--- src/rtl/ctok_pkg.sv ---
// Shared types and constants for the C-style text tokenizer.
`default_nettype none
package ctok_pkg;

  localparam int MaxRes = 5;
  localparam int CntW   = $clog2(MaxRes + 1);

  typedef enum logic [1:0] {
    KIND_CHAR   = 2'd0,
    KIND_END    = 2'd1,
    KIND_UNTERM = 2'd2,
    KIND_EOT    = 2'd3
  } kind_t;

  typedef enum logic [2:0] {
    MODE_BETWEEN = 3'd0,
    MODE_LINE    = 3'd1,
    MODE_BLOCK   = 3'd2,
    MODE_BSTAR   = 3'd3,
    MODE_WORD    = 3'd4,
    MODE_QUOTED  = 3'd5,
    MODE_ESC     = 3'd6
  } mode_t;

  typedef struct packed {
    kind_t      kind;
    logic [7:0] char_value;
    logic       quoted_token;
  } ent_t;

  typedef struct packed {
    ent_t [MaxRes-1:0]  ents;
    logic [CntW-1:0]    cnt;
  } batch_t;

endpackage
`default_nettype wire

--- src/rtl/ctok_rbuf.sv ---
// Result register: holds one byte's results and hands them out one per beat.
`default_nettype none
module ctok_rbuf import ctok_pkg::*; (
  input  wire logic   clk,
  input  wire logic   rst,
  input  wire logic   load,
  input  wire batch_t batch,
  input  wire logic   out_ready,
  output logic        in_ready,
  output logic        out_valid,
  output ent_t        head,
  output logic        head_last
);

  logic [CntW-1:0]   cnt;
  ent_t [MaxRes-1:0] ents;
  logic              pop;

  assign out_valid = (cnt != '0);
  assign pop       = out_valid && out_ready;
  assign in_ready  = (cnt == '0) || (cnt == CntW'(1) && out_ready);
  assign head      = ents[0];
  assign head_last = (cnt == CntW'(1));

  always_ff @(posedge clk) begin
    if (rst) begin
      cnt <= '0;
    end else if (load) begin
      cnt <= batch.cnt;
    end else if (pop) begin
      cnt <= cnt - CntW'(1);
    end
  end

  always_ff @(posedge clk) begin
    if (load) begin
      ents <= batch.ents;
    end else if (pop) begin
      for (int i = 0; i < MaxRes - 1; i++) ents[i] <= ents[i+1];
      ents[MaxRes-1] <= '0;
    end
  end

endmodule
`default_nettype wire

--- config.mk ---
export PLATFORM = sky130hd
export DESIGN_NAME = ctok_rbuf
export DESIGN_NICKNAME = d
export VERILOG_FILES = /design/src/rtl/ctok_pkg.sv /design/src/rtl/ctok_rbuf.sv
export SDC_FILE = /design/constraint.sdc
export NUM_CORES = 1
export LEC_CHECK = 0
export BUFFER_PORTS_ARGS = -buffer_cell sky130_fd_sc_hd__buf_2
export CAP_MARGIN = 30
export CORE_MARGIN = 4
export CORE_UTILIZATION = 40
export CTS_CLUSTER_DIAMETER = 30
export DETAILED_ROUTE_END_ITERATION = 7
export PLACE_DENSITY_LB_ADDON = 0.3
export SYNTH_ARGS = -nofsm -noshare
export SYNTH_HDL_FRONTEND = slang
export SYNTH_SLANG_ARGS = --single-unit
--- constraint.sdc ---
create_clock -name clk -period 2 [get_ports clk]
set_input_delay 0 -clock clk [delete_from_list [all_inputs] [get_ports clk]]
set_output_delay 0 -clock clk [all_outputs]
set_load 0.005 [all_outputs]
==> impl_metrics.tcl <==
set metrics [dict create \
    outcome "finished, final reports clean" \
    cp-end-kind "flip-flop" \
    timing.hold.ws_ps 74.3 \
    ys_seq_area_share_pct 66.2 \
    synth_seq_cells 58 \
    max-cap-violations 0 \
    ioPinCount 76 \
    timing.fmax_mhz 584 \
    wirelength_um 5000 \
    fin_nets 349 \
    die_area_mm2 0.00782 \
    worst_ir_drop_vdd_uv 436 \
    swShare_pct 20.5 \
    worst_hold_path_type "in2reg" \
    die-height_um 88.4 \
    setup_slack_ps 287 \
    grt_first_pass_wirelength_um 7950 \
    asyncSetResetFlopFracSynth_pct 0 \
    initial_antenna_violation_count 0 \
    clkPwrFrac_pct 36.6 \
    worst-endpoint-arrival_ps 1930 \
    ys_warn_count 0 \
    worst_skew_pair.late_latency_ps 330 \
    p_comb_share_pct 13.6 \
    post-route-period-util_pct 85.6 \
    antenna_diode_instance_count 0 \
    timing.final.max_slew_violations 0 \
    synth_area_per_cell_um2 16.7 \
    cts.clk_slew.worst_paths_ps 60 \
    cts_made_buffers 9 \
    hold_violations_final 0 \
    clock-sinks 58 \
    drt-wirelength-per-cell_um 13.7 \
    clockRootBuffer "sky130_fd_sc_hd__clkbuf_8" \
    global_router_s_overall_resource_usage_pct 14.1 \
    worst-path-max-fanout 4 \
    synthesis.instances 155 \
    layout_min_cycle_time_ps 1710 \
    die_x_um 88.4 \
    globalplace.congestion 0.630 \
    drc 0 \
    first_global_vias 1730 \
    final.setup_skew_ps 5.59 \
    cts_post_setup_buffers_inserted 0 \
    cts_tree "built" \
    detailedPlacementHpwl_um 2850 \
    worst-slew-pin-transition_ps 528 \
    avgViaCountPerCell 4.54 \
    placeable_area_mm2 0.00631 \
    grt_setup_unrepaired "false" \
    distinct_cell_type_count_of_the_synthesized_netlist 25 \
    post_route_cells_drive_above_1_share_pct 48.4 \
    dp_slack_ps 431 \
    switchingPower_uw 628 \
    mappedNetlistArea_mm2 0.00259 \
    crit_required_ps 2220 \
    clock_path_buffers 2 \
    cell_internal_pwr_mw 2.44 \
    leakage_power_nw 1.54 \
    synth_edf_count 55 \
    setup.worst_path.class "reg2reg" \
    floorplan.initialDensity_pct 41.0 \
    globalRouteOverflowTotal 0 \
    grt_start_max_net_pins 56 \
    power.density_cell_area_mw_per_mm2 812 \
    timing.final.setup_violations 0 \
    htree_levels 3 \
    detailroute.via_count 1661 \
    detail-route-antenna-nets 0 \
    buffer_ports.inserted 75 \
    seqPwrFrac_pct 49.8 \
    initialDrtViolationCount 57 \
    timing.critical_path.from_type "flip-flop" \
    placement_rows 29 \
    detailedRoute.firstPassIterationCount 3 \
    aggregate_negative_setup_slack_ps 0 \
    syn-num-nets 220 \
    ys.flop_type "sky130_fd_sc_hd__edfxtp_1" \
    syn_to_final_growth_pct 46.0 \
    timing.slew.headroom_pct 64.8 \
]
[power groups by stage]
stage	Sequential [mW]	Clock [mW]	Combinational, mW
6_report	1.53	1.12	0.417
3_5_place_dp	1.55	0	0.329
5_1_grt	1.54	1.23	0.461
3_3_place_gp	1.55	0	0.324
2_1_floorplan	1.54	0	0.232
4_1_cts	1.53	1.16	0.420
[metal layers]
layer	track usage [%]	routed length [um]	vias up
met5	0	0	-
met4	9.07	102	0
met3	3.72	332	10
met2	23.5	2490	58
met1	16.1	2070	762
li1	-	-	831
[synthesized netlist by cell type, types with 3 or more instances]
master | n | share of area, %
sky130_fd_sc_hd__inv_1 | 3 | 0.44
sky130_fd_sc_hd__mux2_2 | 44 | 19
sky130_fd_sc_hd__dfxtp_1 | 3 | 2.3
sky130_fd_sc_hd__and2_1 | 11 | 2.7
sky130_fd_sc_hd__edfxtp_1 | 55 | 64
sky130_fd_sc_hd__buf_2 | 6 | 1.2
sky130_fd_sc_hd__nand2_1 | 3 | 0.44
sky130_fd_sc_hd__ha_1 | 3 | 1.5
sky130_fd_sc_hd__buf_4 | 11 | 3.2
[cell type report]
cell class	instances	area (um2)
Multi-Input combinational cell	75	736
Clock inverter	7	83.8
Inverter	3	11.3
Fill cell	503	2540
Tap cell	77	96.3
Clock buffer	9	124
Sequential cell	58	1710
Timing Repair Buffer	137	1010
[sequential cells by signal, indices dropped and copies added (netlist names)]
name	cells
cnt	3
ents	44
head	11
[cell families after synthesis]
kind of cell    count (synthesis)  share of synthesized area [%]
flops                          58                           66.2
fa+ha+maj                       3                           1.45
simple gates                   20                           4.93
buf+inv                        22                           5.37
compound gates                  8                           2.90
mux                            44                           19.2
[through the flow]
step,power (mW),util (%),instance area [um2],cells
CTS,3.11,59.8,3780,366
detailed placement,1.88,47.2,2980,291
global placement,1.87,47.2,2980,291
global route,3.23,59.8,3780,366
floorplan,1.78,-,2590,155
finish,3.07,59.8,3780,366
[cell usage in the layout, fill, tap and decap left out, drive strengths merged, types with 2 or more instances in the layout]
cell type,netlist,layout
edfxtp,55,55
mux2,44,44
ha,3,3
buf,18,78
and2,11,11
nand2,3,3
clkbuf,1,9
clkinv,0,4
bufinv,0,2
inv,3,3
dlygate4sd3,0,59
dfxtp,3,3
[what timing repair did]
action	in CTS	in global routing
gates resized for setup	0	0
endpoints found under the hold margin	58	0
hold buffers	59	0
[critical path, cell delays in order, from the launching register on]
cell and delay [ps]:
sky130_fd_sc_hd__dfxtp_1 340, sky130_fd_sc_hd__inv_1 80, sky130_fd_sc_hd__ha_1 210, sky130_fd_sc_hd__nor2_1 60, sky130_fd_sc_hd__a311oi_1 290, sky130_fd_sc_hd__nor3_1 80, sky130_fd_sc_hd__dlygate4sd3_1 550
[worst paths after layout]
| path | endpoint | from | cells after the start | slack, ps |
|---|---|---|---|---|
| max | cnt[2] | cnt[0] | 6 | 290 |
| min | cnt[1] | out_ready | 3 | 70 |
| max reg2reg | cnt[2] | cnt[0] | 6 | 290 |
| min reg2reg | cnt[1] | cnt[1] | 2 | 510 |
No activity file was read; power rests on OpenSTA's default activity.
