--- config.mk ---
export PLATFORM = sky130hd
export DESIGN_NAME = ctok_dec
export DESIGN_NICKNAME = d
export VERILOG_FILES = /design/src/rtl/ctok_pkg.sv /design/src/rtl/ctok_dec.sv
export SDC_FILE = /design/constraint.sdc
export NUM_CORES = 1
export LEC_CHECK = 0
export BUFFER_PORTS_ARGS = -buffer_cell sky130_fd_sc_hd__buf_2
export CAP_MARGIN = 20
export CORE_MARGIN = 1
export CORE_UTILIZATION = 30
export DETAILED_ROUTE_END_ITERATION = 8
export GPL_ROUTABILITY_DRIVEN = 0
export GPL_TIMING_DRIVEN = 1
export SYNTH_ARGS = -nofsm -noshare
export SYNTH_HDL_FRONTEND = slang
export SYNTH_SLANG_ARGS = --single-unit
--- constraint.sdc ---
create_clock -name vclk -period 6.6
set_input_delay 1.32 -clock vclk [all_inputs]
set_output_delay 1.32 -clock vclk [all_outputs]
set_load 0.1 [all_outputs]
--- src/rtl/ctok_pkg.sv ---
// Shared types and constants for the C-style text tokenizer.
`default_nettype none
package ctok_pkg;

  localparam int MaxRes = 5;
  localparam int CntW   = $clog2(MaxRes + 1);

  typedef enum logic [1:0] {
    KIND_CHAR   = 2'd0,
    KIND_END    = 2'd1,
    KIND_UNTERM = 2'd2,
    KIND_EOT    = 2'd3
  } kind_t;

  typedef enum logic [2:0] {
    MODE_BETWEEN = 3'd0,
    MODE_LINE    = 3'd1,
    MODE_BLOCK   = 3'd2,
    MODE_BSTAR   = 3'd3,
    MODE_WORD    = 3'd4,
    MODE_QUOTED  = 3'd5,
    MODE_ESC     = 3'd6
  } mode_t;

  typedef struct packed {
    kind_t      kind;
    logic [7:0] char_value;
    logic       quoted_token;
  } ent_t;

  typedef struct packed {
    ent_t [MaxRes-1:0]  ents;
    logic [CntW-1:0]    cnt;
  } batch_t;

endpackage
`default_nettype wire

--- src/rtl/ctok_dec.sv ---
// Per-byte scanner step: next mode and the list of results one byte causes.
`default_nettype none
module ctok_dec import ctok_pkg::*; (
  input  wire logic [7:0] text_byte,
  input  wire logic       end_of_text,
  input  wire mode_t      mode,
  input  wire logic       slash_pending,
  output batch_t          batch,
  output mode_t           mode_next,
  output logic            slash_next
);

  localparam logic [7:0] ChSlash = 8'h2F;
  localparam logic [7:0] ChStar  = 8'h2A;
  localparam logic [7:0] ChQuote = 8'h22;
  localparam logic [7:0] ChBack  = 8'h5C;
  localparam logic [7:0] ChLf    = 8'h0A;
  localparam logic [7:0] ChCr    = 8'h0D;
  localparam logic [7:0] ChTab   = 8'h09;
  localparam logic [7:0] ChN     = 8'h6E;
  localparam logic [7:0] ChR     = 8'h72;
  localparam logic [7:0] ChT     = 8'h74;

  function automatic logic is_space(input logic [7:0] b);
    return (b == 8'h20) || (b >= 8'h09 && b <= 8'h0D);
  endfunction

  function automatic logic is_punct(input logic [7:0] b);
    logic p;
    case (b)
      8'h7B, 8'h7D, 8'h5B, 8'h5D, 8'h3D, 8'h3B, 8'h3C, 8'h3E,
      8'h2C, 8'h28, 8'h29, 8'h26, 8'h2A: p = 1'b1;
      default: p = 1'b0;
    endcase
    return p;
  endfunction

  function automatic ent_t mk(input kind_t k, input logic [7:0] c, input logic q);
    ent_t e;
    e.kind         = k;
    e.char_value   = c;
    e.quoted_token = q;
    return e;
  endfunction

  mode_t           m;
  logic            sp;
  logic            do_word;
  logic [CntW-1:0] n;
  ent_t [MaxRes-1:0] res;

  always_comb begin
    res     = '0;
    n       = '0;
    do_word = 1'b0;
    m       = (mode > MODE_ESC) ? MODE_BETWEEN : mode;
    sp      = slash_pending && (m == MODE_BETWEEN || m == MODE_WORD);

    if (sp) begin
      sp = 1'b0;
      if (text_byte == ChSlash || text_byte == ChStar) begin
        if (m == MODE_WORD) begin
          res[n] = mk(KIND_END, 8'h00, 1'b0); n = n + CntW'(1);
        end
        m = (text_byte == ChSlash) ? MODE_LINE : MODE_BLOCK;
      end else begin
        res[n] = mk(KIND_CHAR, ChSlash, 1'b0); n = n + CntW'(1);
        m = MODE_WORD;
        do_word = 1'b1;
      end
    end else begin
      case (m)
        MODE_LINE: begin
          if (text_byte == ChLf) m = MODE_BETWEEN;
        end
        MODE_BLOCK: begin
          if (text_byte == ChStar) m = MODE_BSTAR;
        end
        MODE_BSTAR: begin
          if (text_byte == ChSlash) m = MODE_BETWEEN;
          else if (text_byte != ChStar) m = MODE_BLOCK;
        end
        MODE_QUOTED: begin
          if (text_byte == ChQuote) begin
            res[n] = mk(KIND_END, 8'h00, 1'b1); n = n + CntW'(1);
            m = MODE_BETWEEN;
          end else if (text_byte == ChBack) begin
            m = MODE_ESC;
          end else begin
            res[n] = mk(KIND_CHAR, text_byte, 1'b1); n = n + CntW'(1);
          end
        end
        MODE_ESC: begin
          if (text_byte == ChN) res[n] = mk(KIND_CHAR, ChLf, 1'b1);
          else if (text_byte == ChR) res[n] = mk(KIND_CHAR, ChCr, 1'b1);
          else if (text_byte == ChT) res[n] = mk(KIND_CHAR, ChTab, 1'b1);
          else res[n] = mk(KIND_CHAR, text_byte, 1'b1);
          n = n + CntW'(1);
          m = MODE_QUOTED;
        end
        MODE_WORD: begin
          do_word = 1'b1;
        end
        default: begin
          if (is_space(text_byte)) begin
            m = MODE_BETWEEN;
          end else if (text_byte == ChSlash) begin
            sp = 1'b1;
          end else if (text_byte == ChQuote) begin
            m = MODE_QUOTED;
          end else if (is_punct(text_byte)) begin
            res[n] = mk(KIND_CHAR, text_byte, 1'b0); n = n + CntW'(1);
            res[n] = mk(KIND_END, 8'h00, 1'b0); n = n + CntW'(1);
          end else begin
            res[n] = mk(KIND_CHAR, text_byte, 1'b0); n = n + CntW'(1);
            m = MODE_WORD;
          end
        end
      endcase
    end

    if (do_word) begin
      if (is_space(text_byte)) begin
        res[n] = mk(KIND_END, 8'h00, 1'b0); n = n + CntW'(1);
        m = MODE_BETWEEN;
      end else if (is_punct(text_byte)) begin
        res[n] = mk(KIND_END, 8'h00, 1'b0); n = n + CntW'(1);
        res[n] = mk(KIND_CHAR, text_byte, 1'b0); n = n + CntW'(1);
        res[n] = mk(KIND_END, 8'h00, 1'b0); n = n + CntW'(1);
        m = MODE_BETWEEN;
      end else if (text_byte == ChSlash) begin
        sp = 1'b1;
      end else begin
        res[n] = mk(KIND_CHAR, text_byte, 1'b0); n = n + CntW'(1);
      end
    end

    if (end_of_text) begin
      if (sp && (m == MODE_BETWEEN || m == MODE_WORD)) begin
        res[n] = mk(KIND_CHAR, ChSlash, 1'b0); n = n + CntW'(1);
        m = MODE_WORD;
      end
      sp = 1'b0;
      if (m == MODE_WORD) begin
        res[n] = mk(KIND_END, 8'h00, 1'b0); n = n + CntW'(1);
      end else if (m == MODE_QUOTED || m == MODE_ESC) begin
        if (m == MODE_ESC) begin
          res[n] = mk(KIND_CHAR, ChBack, 1'b1); n = n + CntW'(1);
        end
        res[n] = mk(KIND_UNTERM, 8'h00, 1'b1); n = n + CntW'(1);
      end
      res[n] = mk(KIND_EOT, 8'h00, 1'b0); n = n + CntW'(1);
      m = MODE_BETWEEN;
    end
  end

  assign batch.ents = res;
  assign batch.cnt  = n;
  assign mode_next  = m;
  assign slash_next = sp;

endmodule
`default_nettype wire

==> flow_metrics.tcl <==
set metrics [dict create \
    final_area_sq_um 4720 \
    n_clock_buffer 0 \
    synth_largest_type_area_fraction_pct 8.37 \
    netlist_top_cells_area "nor2_1 8.4%, nand2_1 7.6%, a21oi_1 6.2%" \
    worstSetupPathDepth 20 \
    drv_slew 0 \
    drt-wirelength-per-cell_um 16.9 \
    die_width_um 90.1 \
    cp_slowest_cell "or4b_4" \
    post-dp-hpwl_mm 7.90 \
    pwr-share-clk_pct 0 \
    vdd_ir_drop_max_uv 185 \
    grtUsageTotal_pct 24.0 \
    p_comb_share_pct 100.0 \
    switching_share_pct 62.4 \
    floorplan.io_pins 75 \
    grt_setup_unrepaired "true" \
    largest_net_degree_at_the_start_of_global_routing 38 \
    layoutNonFillerInstCount 600 \
    yosys_warn_count 0 \
    fmax_mhz 151 \
    post_dp_cell_area_sq_um 4300 \
    synthDistinctLibCells 79 \
    total_power_mw 0.668 \
    synth.largest_area_cell "nor2_1" \
    register_area_share_after_synthesis_pct 0 \
    detailroute.via_count 3457 \
    power_leakage_nw 1.87 \
    worst-endpoint-arrival_ns 5.29 \
    critical_path.cell_chain "buf_6 -> or4b_4 -> o21bai_4 -> o21ai_2 -> nand2b_4 -> o21a_1 -> ha_4 -> o21bai_1 -> a32o_2 -> ha_4 -> nor2_4 -> nor2_4 -> ha_4 -> nand2_2 -> or4_4 -> buf_6 -> a31oi_4 -> nor3b_4 -> o31a_4 -> buf_12" \
    layout.filler_cells 601 \
    number_of_antenna_violations_at_the_first_check_in_global_routing 0 \
    drcViolationCount 0 \
    antenna_violation_net_count_after_detailed_routing 0 \
    totalWireLength_mm 10.1 \
    totalNegativeSetupSlack_ns -0.0139 \
    finish_stage_setup_viols 1 \
    worst_slew_margin_rel_pct 44.1 \
    seq_power_share_pct 0 \
    post-route-period-util_pct 100 \
    p_sw_mw 0.417 \
    worst_ep_required_time_ns 5.28 \
    placement.setup.worst_slack_ns -0.0832 \
    holdWs_ns 3.16 \
    max-cap-violations 0 \
    count_of_antenna_diodes_in_the_layout 0 \
    hold_buffers 0 \
    syn-instance-count 382 \
    firstDrtPassIters 7 \
    row_count 31 \
    internal-power_mw 0.251 \
    most_numerous_cell_on_the_critical_path "ha_4" \
    failed_checks "setup timing" \
    seq_area_sq_um 0 \
    outcome "finished, violations left" \
    timing.critical_path.to "batch[7]" \
    critical_path_class "in2out" \
    cp_max_fo 5 \
    drtIter0Drc 330 \
    critical-path-max-stage-delay_ns 0.55 \
    crit_path_end_kind "output pin" \
    holdCritPathClass "in2out" \
    top_library_cells_by_usage_in_the_layout_fill_and_taps_aside "68 x buf_4, 52 x buf_12, 43 x nand2_1, 33 x nor2_1, 19 x a21oi_1" \
    timing.critical_path.from_type "input pin" \
    number_of_global_route_vias_before_repair 3264 \
    critPathLaunch "text_byte[5]" \
    worst_slew_pin_slew_ns 0.838 \
    worst_path_dominant_cell_family "simple AND/OR/NAND/NOR gates" \
    globalRoute.totalOverflow 0 \
    placed_cells 588 \
    die_height_um 90.1 \
    drt-vias-per-instance 5.76 \
    fin_nets 526 \
    final.min_clock_period_ns 6.61 \
    die_area_sq_um 8130 \
    multi_input_comb_area_sq_um 2750 \
    start_util_pct 31.6 \
    flow.area_growth_from_synthesis_pct 103 \
    post_synth_instance_area_sq_um 2330 \
    syn_avg_cell_area_sq_um 6.10 \
    grt_pass1_wl_mm 16.5 \
    least_setup_slack_across_all_paths_after_layout_ns -0.0139 \
    crit_buf_inv 3 \
    io_buffers 72 \
    most_common_cell_after_layout_fill_and_taps_aside "buf_4" \
    power.density_nw_per_um2 141 \
    core_area_sq_um 7370 \
    final_core_util_pct 64.1 \
    final_hold_viol_count 0 \
    layout_cells_sized_above_1_pct 52.3 \
    numSequentialCells 0 \
]
## layout make-up
type | count | area share [%]
multi-input combinational | 338 | 58.3
tap | 99 | 2.62
inverter | 12 | 0.954
timing repair buffer | 151 | 38.2
## what timing repair did
item                       4_1_cts  5_1_grt
pin swaps                       12       13
buffers inserted                11        3
gates resized for setup         32       39
setup endpoints to repair       28       47
gates cloned                     0        0
## logic make-up (layout without fill, tap and decap cells)
family	Yosys count	after routing	synth area share, %
AOI/OAI and AO/OA	122	122	37.8
buffers and inverters	46	163	8.64
muxes	2	2	0.912
adders and majority gates	10	10	5.37
xor gates and xnor gates	4	4	1.50
other	1	3	0.161
and+or+nand+nor	197	197	45.6
## per-layer routing
metal / vias to the layer above / global-route usage (%) / routed length (um)
met1: 1614 / 31.6 / 4170
met2: 181 / 41.7 / 4910
met4: 0 / 6.45 / 323
met3: 28 / 2.03 / 707
met5: - / 0 / 0
li1: 1634 / - / -
## cell usage after synthesis, types with 7 or more instances
cell      instances
inv_1            11
nor3_1           10
a31oi_1           7
and2_1           16
ha_1             10
o21ai_0          19
buf_2             8
nand3_1          12
nand2_1          47
a21o_1            7
nor3b_1          12
nor2_1           52
clkbuf_1         20
a21oi_1          29
## power groups by stage
stage / clock [mW] / combinational [mW] / sequential [mW]
3_3_place_gp: 0 / 0.606 / 0
6_report: 0 / 0.668 / 0
5_1_grt: 0 / 0.696 / 0
4_1_cts: 0 / 0.638 / 0
2_1_floorplan: 0 / 0.420 / 0
3_5_place_dp: 0 / 0.612 / 0
## worst min-delay path by stage
stage / from / slack [ns] / cells after the start / endpoint
final: text_byte[6] / 3.16 / 4 / batch[54]
after global routing: text_byte[6] / 3.19 / 4 / batch[54]
after CTS: text_byte[6] / 3.17 / 4 / batch[54]
after detailed placement: text_byte[0] / 3.22 / 4 / batch[48]
after global placement: text_byte[4] / 3.20 / 4 / batch[52]
after floorplan: text_byte[4] / 2.98 / 2 / batch[52]
(Power assumes the default switching activity.)
